===== src/design/tgce_pkg.sv =====
package tgce_pkg;

  // Sizes of the block.
  localparam int STACK_DEPTH   = 64;
  localparam int SINE_ENTRIES  = 256;
  localparam int POS_FRAC_BITS = 8;

  // Field widths.
  localparam int POS_W       = 24;
  localparam int ANGLE_W     = 16;
  localparam int DIST_W      = 16;
  localparam int COLOR_W     = 32;
  localparam int KIND_W      = 3;
  localparam int DEPTH_OUT_W = 7;

  // Derived widths.
  localparam int CNT_W        = $clog2(STACK_DEPTH + 1);
  localparam int ADDR_W       = (STACK_DEPTH > 1) ? $clog2(STACK_DEPTH) : 1;
  localparam int DEPTH_WIDE_W = CNT_W + DEPTH_OUT_W;
  localparam int ENTRY_W      = ANGLE_W + 2 * POS_W;
  localparam int SINE_IDX_W   = $clog2(SINE_ENTRIES + 1);
  localparam int SCALE_W      = SINE_IDX_W + 14;
  localparam int SINE_W       = 17;
  localparam int TRIG_W       = SINE_W + 1;
  localparam int PROD_W       = TRIG_W + DIST_W;
  localparam int SUM_W        = PROD_W + 2;
  localparam int STEP_SHIFT   = 23 - POS_FRAC_BITS;

  // Constants.
  localparam logic [COLOR_W-1:0]      COLOR_RESET  = 32'hFFFF_FFFF;
  localparam logic [ANGLE_W-1:0]      QUARTER_TURN = 16'h4000;
  localparam logic signed [SUM_W-1:0] ROUND_HALF   = SUM_W'(1) <<< (STEP_SHIFT - 1);
  localparam logic signed [SUM_W-1:0] POS_MAX      = SUM_W'(8388607);
  localparam logic signed [SUM_W-1:0] POS_MIN      = -SUM_W'(8388608);
  localparam logic [63:0]             HALF_PI_Q30  = 64'd1686629713;
  localparam logic [63:0]             Q30_ONE      = 64'd1 << 30;

  // Command codes as they arrive on the input channel.
  typedef enum logic [KIND_W-1:0] {
    KIND_FORWARD     = 3'd0,
    KIND_TURN_PLUS   = 3'd1,
    KIND_TURN_MINUS  = 3'd2,
    KIND_MOVE_TO     = 3'd3,
    KIND_PUSH        = 3'd4,
    KIND_POP         = 3'd5,
    KIND_SET_HEADING = 3'd6,
    KIND_CLEAR       = 3'd7
  } kind_t;

  // Operations after classification.
  typedef enum logic [2:0] {
    OP_FORWARD,
    OP_TURN,
    OP_SET_HEADING,
    OP_MOVE_TO,
    OP_PUSH,
    OP_POP,
    OP_CLEAR
  } op_t;

  typedef enum logic {
    BK_FETCH,
    BK_EXEC
  } back_state_t;

  typedef struct packed {
    logic [KIND_W-1:0]        kind;
    logic signed [DIST_W-1:0] distance;
    logic [ANGLE_W-1:0]       angle_value;
    logic signed [POS_W-1:0]  target_x;
    logic signed [POS_W-1:0]  target_y;
  } cmd_t;

  typedef struct packed {
    logic                    segment_valid;
    logic signed [POS_W-1:0] start_x;
    logic signed [POS_W-1:0] start_y;
    logic signed [POS_W-1:0] end_x;
    logic signed [POS_W-1:0] end_y;
    logic [COLOR_W-1:0]      segment_color;
    logic [ANGLE_W-1:0]      heading;
    logic                    stack_fault;
    logic [DEPTH_OUT_W-1:0]  stack_depth;
  } result_t;

  typedef struct packed {
    op_t                      op;
    logic signed [DIST_W-1:0] distance;
    logic [ANGLE_W-1:0]       angle;
    logic signed [POS_W-1:0]  target_x;
    logic signed [POS_W-1:0]  target_y;
  } op_item_t;

  typedef struct packed {
    logic     valid;
    op_item_t item;
  } queue_head_t;

  typedef struct packed {
    logic [ANGLE_W-1:0]      heading;
    logic signed [POS_W-1:0] x;
    logic signed [POS_W-1:0] y;
  } stack_entry_t;

  typedef logic [SINE_ENTRIES:0][SINE_W-1:0] sine_rom_t;

  // One quarter-wave entry: Taylor series to x^11 in Q30, rounded to Q15.
  function automatic logic [SINE_W-1:0] quarter_sine(input int unsigned i);
    logic [63:0] x;
    logic [63:0] x2;
    logic [63:0] t;
    logic [63:0] s;
    x  = (HALF_PI_Q30 * 64'(i)) / SINE_ENTRIES;
    x2 = (x * x) >> 30;
    t  = Q30_ONE;
    t  = Q30_ONE - ((x2 * t) >> 30) / 64'd110;
    t  = Q30_ONE - ((x2 * t) >> 30) / 64'd72;
    t  = Q30_ONE - ((x2 * t) >> 30) / 64'd42;
    t  = Q30_ONE - ((x2 * t) >> 30) / 64'd20;
    t  = Q30_ONE - ((x2 * t) >> 30) / 64'd6;
    s  = (x * t) >> 30;
    s  = (s + 64'd16384) >> 15;
    if (s > 64'd32768) begin
      s = 64'd32768;
    end
    return s[SINE_W-1:0];
  endfunction

  function automatic sine_rom_t build_sine_rom();
    sine_rom_t rom;
    int        i;
    for (i = 0; i <= SINE_ENTRIES; i++) begin
      rom[i] = quarter_sine(32'(i));
    end
    return rom;
  endfunction

  localparam sine_rom_t SINE_ROM = build_sine_rom();

  // Signed 18-bit Q2.15 sine of a binary angle from the quarter-wave table.
  function automatic logic signed [TRIG_W-1:0] sine_lookup(input logic [ANGLE_W-1:0] h);
    logic [1:0]               quad;
    logic [SCALE_W-1:0]       scaled;
    logic [SINE_IDX_W-1:0]    idx;
    logic signed [TRIG_W-1:0] mag;
    quad   = h[ANGLE_W-1:ANGLE_W-2];
    scaled = SCALE_W'(h[13:0]) * SCALE_W'(SINE_ENTRIES);
    idx    = scaled[SCALE_W-1:14];
    if (quad[0]) begin
      idx = SINE_IDX_W'(SINE_ENTRIES) - idx;
    end
    mag = $signed({1'b0, SINE_ROM[idx]});
    return quad[1] ? -mag : mag;
  endfunction

endpackage


===== src/design/tgce_front.sv =====
module tgce_front (
  input  logic                  clk,
  input  logic                  rst,
  input  logic                  cmd_valid,
  output logic                  cmd_stall,
  input  tgce_pkg::cmd_t        cmd,
  input  logic                  q_pop,
  output tgce_pkg::queue_head_t q_head
);

  import tgce_pkg::*;

  op_item_t   classified;
  op_item_t   slots [2];
  logic       wr_ptr;
  logic       rd_ptr;
  logic [1:0] fill;
  logic       accept;

  // Classify the command; a minus turn becomes a turn by the negated angle.
  always_comb begin
    classified.distance = cmd.distance;
    classified.angle    = cmd.angle_value;
    classified.target_x = cmd.target_x;
    classified.target_y = cmd.target_y;
    unique case (cmd.kind)
      KIND_FORWARD:     classified.op = OP_FORWARD;
      KIND_TURN_PLUS:   classified.op = OP_TURN;
      KIND_TURN_MINUS: begin
        classified.op    = OP_TURN;
        classified.angle = ANGLE_W'(0) - cmd.angle_value;
      end
      KIND_MOVE_TO:     classified.op = OP_MOVE_TO;
      KIND_PUSH:        classified.op = OP_PUSH;
      KIND_POP:         classified.op = OP_POP;
      KIND_SET_HEADING: classified.op = OP_SET_HEADING;
      KIND_CLEAR:       classified.op = OP_CLEAR;
    endcase
  end

  // Two-entry queue toward the execution side.
  assign cmd_stall    = (fill == 2'd2);
  assign accept       = cmd_valid && !cmd_stall;
  assign q_head.valid = (fill != 2'd0);
  assign q_head.item  = slots[rd_ptr];

  always_ff @(posedge clk) begin
    if (rst) begin
      wr_ptr <= 1'b0;
      rd_ptr <= 1'b0;
      fill   <= 2'd0;
    end else begin
      if (accept) begin
        wr_ptr <= ~wr_ptr;
      end
      if (q_pop) begin
        rd_ptr <= ~rd_ptr;
      end
      if (accept && !q_pop) begin
        fill <= fill + 2'd1;
      end else if (!accept && q_pop) begin
        fill <= fill - 2'd1;
      end
    end
  end

  // Queue payload holds no reset.
  always_ff @(posedge clk) begin
    if (accept) begin
      slots[wr_ptr] <= classified;
    end
  end

endmodule


===== config.mk =====
export PLATFORM = sky130hd
export DESIGN_NAME = tgce_front
export DESIGN_NICKNAME = d
export VERILOG_FILES = /design/src/design/tgce_pkg.sv /design/src/design/tgce_front.sv
export SDC_FILE = /design/constraint.sdc
export NUM_CORES = 1
export LEC_CHECK = 0
export ABC_AREA = 1
export BUFFER_PORTS_ARGS = -buffer_cell sky130_fd_sc_hd__buf_4
export CORE_MARGIN = 2
export CORE_UTILIZATION = 25
export DETAILED_ROUTE_END_ITERATION = 8
export HOLD_SLACK_MARGIN = 0.06
export SLEW_MARGIN = 40
export SYNTH_ARGS = -nofsm -noshare
export SYNTH_HDL_FRONTEND = slang
export SYNTH_SLANG_ARGS = --single-unit

===== constraint.sdc =====
create_clock -name clk -period 5.25 [get_ports clk]
set_input_delay 0.525 -clock clk [delete_from_list [all_inputs] [get_ports clk]]
set_output_delay 0.525 -clock clk [all_outputs]
set_load 0.01 [all_outputs]

# --- Yosys cells after proc, flatten, opt, wreduce, memory -nomap -nowiden ---
# Memories as Yosys holds them, arrays and structs flattened. A register that Yosys moved wholly into a read port is not among the register bits.
# Cells that the tools add are included.
classes:
  n_eq_ne: 8
  muxes: 8
  add_sub_neg: 3
  n_reduce_logical: 10
  n_bitwise: 2
op_table:
  columns: ["operator", "count"]
  rows:
  - ["3-bit one-hot mux with 7 select lines", 1]
  - ["16-bit two-way mux", 1]
  - ["1-bit by 16-bit subtractor with 16-bit output (first input constant)", 1]
  - ["3-bit equality test (second input constant)", 4]
  - ["3-bit by 2-bit equality test with 1-bit output (second input constant)", 2]
  - ["1-bit two-way mux", 4]
  - ["2-bit two-way mux", 2]
  - ["2-bit nonzero test", 2]
  - ["3-bit by 1-bit equality test with 1-bit output (second input constant)", 1]
  - ["1-bit logical AND", 3]
  - ["1-bit zero test", 3]
  - ["3-bit zero test", 1]
  - ["2-bit by 1-bit adder with 2-bit output (second input constant)", 1]
  - ["2-bit equality test (second input constant)", 1]
  - ["1-bit inverter", 2]
  - ["2-bit OR reduction", 1]
  - ["2-bit by 1-bit subtractor with 2-bit output (second input constant)", 1]
totals:
  word_cells: 35
  in_bits: 87
  regBits: 4
  mem_bits_rw: 166
  mem_count: 1
memory_table:
  columns: ["memory", "depth", "width", "rd", "rd_ports_with_merged_regs", "write_ports", "line", "text"]
  rows:
  - ["slots", 2, 83, 1, 1, 1, "tgce_front.sv:14", "op_item_t slots [2];"]

# --- Longest topological paths before layout ---
# Gate-level depths: netlist of the first run.
depth:
  word_depth: 7
  ltp_mapped: 9
  ltp_nobuf: 9

# --- Worst setup path before layout of the first run ---
# OpenSTA, ideal clock, no wires.
synth_path:
  path_kind: "in2reg"
  startpoint: "input cmd_valid"
  endpoint: "memory slots[1][0] (netlist name), enable pin"
  arrival_ns: 4.108
  required_time_ns: 4.724
  cell_stages: 2
  slack_ns: 0.615
  n_path_buf: 0
  path_cell_list: "o21ai_1 -> nor2_1"
synth_via:
  elab_chain_cells: 3
synth_lines:
  columns: ["element", "line", "text"]
  rows:
  - ["start, declared", "tgce_front.sv:4", "input logic cmd_valid,"]
  - ["1-bit logical AND", "tgce_front.sv:43", "assign accept = cmd_valid && !cmd_stall;"]
  - ["1-bit two-way mux", "tgce_front.sv:69", "if (accept) begin"]
  - ["1-bit two-way mux (not written as such)", "tgce_front.sv:70", "slots[wr_ptr] <= classified;"]
  - ["end, declared", "tgce_front.sv:14", null]
# No other way between the ends.

==> impl_metrics.csv, run 1 <==
group,metric,value,unit
finish,fin_nets,668,
synth,synth-compound-area-share,0.933,%
critical_path,cp-start-kind,"register",
hold_path,min_from,"cmd[41]",
critical_path,path_class,"register to primary output",
synth,syn_nets,481,
detailed_routing,wl_met1,5940,um
hold_path,hold_path_depth,1,
clock_network,post_cts_resize_count,0,
placement,io_buffers,171,
flow_run,maxCapViolations,0,
floorplanning,dieArea,29200,um2
floorplanning,fp.dieH,171,um
clock_network,htreeDepth,4,
hold_path,min_to,"slots[1][41]",
global_routing,grt_usage,9.36,%
floorplanning,start_util,25.2,%
critical_path,slowest_stage,"dfxtp_4",
finish,multi_input_area,1700,um2
sta,drv_slew,0,
floorplanning,die-width,171,um
sta,max_clock_freq,398,MHz
critical_path,path_cells,"buf_12 > buf_12 > mux2_2 > buf_4",
synth,synth_area_leaders,"edfxtp_1, mux2_4, nand2_1",
critical_path,crit_family,"buffers and inverters",
hold_path,hold_path.class,"input pin to register",
sta,fin_tns_setup,0,ps
clock_network,clk_latency,420,ps
critical_path,crit_arrival,1990,ps
synth,synth_xor_area_share,0.879,%
critical_path,slowest_delay,550,ps
global_routing,grt_pass1_wl,20400,um
synth,avgSynthCellArea,17.8,um2
placement,dp_hpwl,9650,um
critical_path,r2r-end,"slots[1][7]",
synth,yosysMostFrequentCell,"edfxtp_1",
synth,yosysWarningCount,0,
clock_network,cts.sinks,171,
sta,tightest_slew,656,ps
detailed_routing,wire_per_inst,14.3,um
critical_path,cpMostUsedCell,"buf_12",
pwr,power.leakage,0.00361,uW
synth,netlist.area_leader.share,71.5,%
sta,fin_ws,2730,ps
detailed_routing,wl_met2,6980,um
global_routing,grt.overflow.total,0,
synth,ys_ff_latch,171,
detailed_routing,dr.max_layer_used,"met4",
critical_path,timing.rr.start,"fill[0]",
synth,synth_edf_count,166,
sta,period_minus_slack,2520,ps
synth,synth_common_cells,"edfxtp_1, mux2_4, nand2_1",
synth,synthArstFlopShare,0,%
detailed_routing,first_iter_violations,187,
critical_path,r2r_slack,3570,ps
placement,place.gp.congestion,0.761,
status,outcome,"complete, no violations",
global_routing,grt_pass1_vias,3842,
sta,fin_worst_skew,10.3,ps
sta,rsz0062_at_grt,"false",
synth,synth_top_family_by_area,"multiplexers",
critical_path,crit_fanout,27,
detailed_routing,viasPerCell,3.88,
detailed_routing,drt-total-wl,13900,um
clock_network,clockRootBuffer,"clkbuf_16",
pwr,powerDensity,367,nW/um2
placement,dp_cells,938,
finish,drive_gt1_share,49.7,%
sta,setup_viol,0,
global_routing,grt_max_degree,47,
clock_network,cts_tree,"yes",
detailed_routing,wl_met3,711,um
clock_network,cts_max_path_buffers,2,
critical_path,cp.depth,4,
synth,yosys.area_share.simple,5.31,%
finish,n_fill_cell,2753,
critical_path,reg2reg_depth,3,
floorplanning,coreArea,27600,um2
finish,register_area,5090,um2
finish,final_cells,970,
sta,min_period_over_period,47.9,%
critical_path,cp.required,4720,ps
global_routing,antenna_found_initial,0,
critical_path,worstSetupEndpointType,"primary output",
clock_network,clk_pin_slew,70,ps
clock_network,cts_setup_buffers,0,
synth,synthCells,392,
critical_path,crit_buf_inv,3,
pwr,vdd_drop_max,0.154,mV
detailed_routing,drcViolationCount,0,
floorplanning,fp-row-count,61,
finish,antenna_cells,0,
sta,hold_viol_final,0,
synth,ys.flop_type,"edfxtp_1",
detailed_routing,vias,3763,
finish,areaGrowthSynthToFinish,33.0,%
sta,slew_headroom,56.2,%
sta,whs,288,ps
synth,synth_fa_ha_area_share,0.359,%
clock_network,cts_buffers,17,
clock_network,cts.hold.buffers_added,0,
synth,yosysUniqueCellTypes,30,
synth,yosysSeqAreaShare,72.9,%
detailed_routing,drtAntennaViolNets,0,
detailed_routing,firstDrtPassIters,4,
floorplanning,ios,172,
synth,yosysTopAreaCell,"edfxtp_1",
synth,synth_mux_area_share,16.6,%
placement,dp_slack,3130,ps
synth,netlist_area,6970,um2
==> through the flow <==
stage	total power, uW	util (%)	cell area (um2)
floorplan	2010	-	6970
global placement	2250	31.4	8680
detailed placement	2260	31.6	8720
CTS	3470	33.5	9270
global route	3560	33.5	9270
finish	3400	33.5	9270
==> how the worst max path moves through the flow <==
stage                    from     endpoint  slack (ps)
global route         register    q_head[6]        2620
CTS                  register   q_head[10]        2660
global placement     register   q_head[82]        2510
floorplan           cmd_valid  slots[1][0]         620
detailed placement   register   q_head[10]        3130
finish               register    q_head[6]        2730
==> logic make-up after synthesis <==
logic type | after synthesis
DFF | 171
and+or+nand+nor | 85
muxes | 83
buffers and inverters | 35
AOI/OAI and AO/OA | 9
xor gates and xnor gates | 7
adders and majority gates | 2
==> power breakdown <==
group | internal [uW] | switching, uW
clock network | 657 | 526
registers | 1640 | 35.9
logic | 290 | 255
==> worst reg2reg max path, cell delays in order, from the launching register on <==
cell and delay (ps):
dfxtp_1 410, o21ai_1 200, nor2_4 130, buf_4 530
==> layout by cell type, fill, tap and decap left out, types with 3 or more instances in the layout <==
master      Yosys  routed
clkinv_2        0       3
nor2_4          1       3
clkinvlp_4      0       3
dfxtp_1         5       4
nand2_1        43      43
xor2_1          5       5
nand2_2         3       3
inv_1          22      22
edfxtp_1      166     166
inv_6           0       3
mux2_4         60      60
mux2_2         13      13
clkbuf_16       0      17
nor2_1         17      15
nand3_1        14      14
mux2_1         10      10
buf_4           1     176
==> sequential cells by signal (all words and copies together), names as in the netlist, named ones only <==
register	count
rd_ptr	1
slots	166
wr_ptr	1
fill	2
==> area by class of cell <==
| cell class | count | area share [%] |
|---|---|---|
| Sequential cell | 171 | 54.9 |
| Multi-Input combinational cell | 186 | 18.3 |
| Timing Repair Buffer | 178 | 14.7 |
| Tap cell | 378 | 5.10 |
| Clock buffer | 19 | 4.67 |
| Clock inverter | 13 | 1.27 |
| Inverter | 25 | 1.07 |
==> routing by layer <==
metal  vias up  GRT usage [%]
met3        18           2.41
met2       121           16.2
li1       1814              -
met4         0           4.27
met1      1810           10.9
met5         -              0
(Power assumes the default switching activity.)
==> run 2, diff against run 1 <==
==> constraint.sdc (replaced) <==
create_clock -name clk -period 2.5 [get_ports clk]
set_input_delay 0.25 -clock clk [delete_from_list [all_inputs] [get_ports clk]]
set_output_delay 0.25 -clock clk [all_outputs]
set_load 0.01 [all_outputs]
==> run 2 against run 1 <==
Compared with the run above: critical path depth is 1 lower; cell count grew 6.8%; non-clock buffer count rose by 65; worst setup slack got worse by 2200 ps; combinational power grew 140%; highest routed layer unchanged; wire length up 6.3%; largest power group unchanged.
==> impl_metrics.csv, run 2 (synthesis results as in run 1) <==
group,metric,value,unit
clock_network,clockRootBuffer,"clkbuf_16",
finish,final_cells,1036,
floorplanning,die-width,171,um
pwr,p_total,7340,uW
critical_path,slowest_stage,"mux2_2",
critical_path,crit_buf_inv,2,
finish,drive_gt1_share,44.8,%
finish,final_cell_mix,"buf_4, edfxtp_1, dlygate4sd3_1, mux2_4, nand2_1",
global_routing,busiest_layer,"met2",
clock_network,cts_buffers,17,
sta,max_clock_freq,505,MHz
finish,fin_nets,733,
detailed_routing,firstDrtPassIters,4,
finish,areaGrowthSynthToFinish,43.1,%
detailed_routing,viasPerCell,3.93,
pwr,powerDensity,736,nW/um2
pwr,power.leakage,0.00389,uW
sta,drv_slew,0,
clock_network,clk_pin_slew,70,ps
detailed_routing,drt-total-wl,14800,um
global_routing,grt_pass1_wl,21900,um
finish,final_core_util,36.1,%
status,outcome,"complete, no violations",
sta,setup_viol,0,
critical_path,cp-start-kind,"register",
floorplanning,dieArea,29200,um2
finish,mostFrequentLayoutCell,"buf_4",
critical_path,slowest_delay,420,ps
detailed_routing,vias,4075,
critical_path,path_class,"register to primary output",
critical_path,crit_arrival,1730,ps
clock_network,cts.sinks,171,
placement,dp_cells,937,
global_routing,grt.overflow.total,0,
floorplanning,ios,172,
sta,rsz0062_at_grt,"false",
placement,dp_hpwl,9620,um
sta,slew_headroom,66.3,%
sta,min_period_over_period,79.2,%
pwr,vdd_drop_max,0.360,mV
clock_network,cts_tree,"yes",
flow_run,maxCapViolations,0,
critical_path,worstSetupEndpointType,"primary output",
detailed_routing,wire_per_inst,14.3,um
sta,fin_worst_skew,6.15,ps
hold_path,hold_path.class,"input pin to register",
critical_path,crit_fanout,50,
detailed_routing,drcViolationCount,0,
global_routing,antenna_found_initial,1,
floorplanning,fp-row-count,61,
floorplanning,start_util,25.2,%
placement,io_buffers,171,
finish,largest_reg_flops,166,
critical_path,crit_family,"buffers and inverters",
sta,hold_viol_final,0,
global_routing,grt_max_degree,62,
sta,period_minus_slack,1980,ps
critical_path,path_cells,"buf_12 > mux2_2 > buf_4",
finish,regMostFlops,"slots",
critical_path,cp.required,2250,ps
floorplanning,coreArea,27600,um2
clock_network,cts_max_path_buffers,2,
clock_network,htreeDepth,4,
detailed_routing,drtAntennaViolNets,0,
finish,top_regs,"slots: 166 flops, fill: 2 flops",
global_routing,met1_usage,11.8,%
global_routing,grt_util_met2,16.9,%
global_routing,grt_pass1_vias,4245,
clock_network,clk_latency,420,ps
detailed_routing,first_iter_violations,187,
floorplanning,fp.dieH,171,um
placement,place.gp.congestion,0.741,
global_routing,grt_use_met3,3.33,%
sta,tightest_slew,505,ps
global_routing,grt_usage,9.89,%
==> run 2: cell types whose count changed in the layout (fill, tap and decap cells not counted), sizes merged <==
cell	previous run	this run
clkinvlp	3	4
clkbuf	19	17
diode	0	2
inv	28	27
dlygate4sd3	0	66
bufinv	1	2
buf	178	177
==> run 2: timing repair <==
item / in CTS / in global routing
hold endpoints to repair: 134 / 0
gates resized for setup: 0 / 0
setup buffers: 0 / 0
hold buffers: 66 / 0
==> run 2: worst reg2reg max path, cell delays in order, from the launching register on <==
cell	delay [ps]
dfxtp_1	310
inv_1	80
o21ai_1	380
inv_1	120
ha_1	310
inv_1	90
nand3_1	100
a21oi_1	160
o21a_1	140
==> run 2: worst paths after layout <==
path / start / to / slack (ps) / cells past startpoint
worst max-delay path: register / q_head[4] / 520 / 3
worst min-delay path: q_pop / rd_ptr / 110 / 3
worst max register to register: fill[1] / fill[1] / 770 / 8
worst min register to register: rd_ptr / rd_ptr / 520 / 2
==> run 2: metrics by stage <==
stage / setup TNS [ps] / cell area [um2] / hold WS (ps) / setup slack [ps]
floorplan: -103600 / 6980 / 319 / -631
global placement: 0 / 8740 / 435 / 863
detailed placement: 0 / 8740 / 438 / 781
CTS: 0 / 9970 / 92.2 / 502
global route: 0 / 9970 / 130 / 465
finish: 0 / 9970 / 113 / 519
==> run 2: report_power, final <==
group,internal (uW),switching (uW)
Sequential,3440,56.8
Clock,1470,1100
Combinational,686,590
Total,5590,1750
==> run 2: final cells by class <==
class	instances	area (um2)
fillers	2669	17700
inverters	25	98.8
clock buffers	17	425
multi-input cells	186	1700
repair buffers	243	2040
well taps	378	473
clock inverters	14	148
flip-flops and latches	171	5090
diodes	2	5.00
==> run 2: metal layers <==
metal | wire length (um) | part of all wire, %
met5 | 0 | 0
met1 | 6500 | 44
met4 | 175 | 1.2
met3 | 873 | 5.9
met2 | 7210 | 49
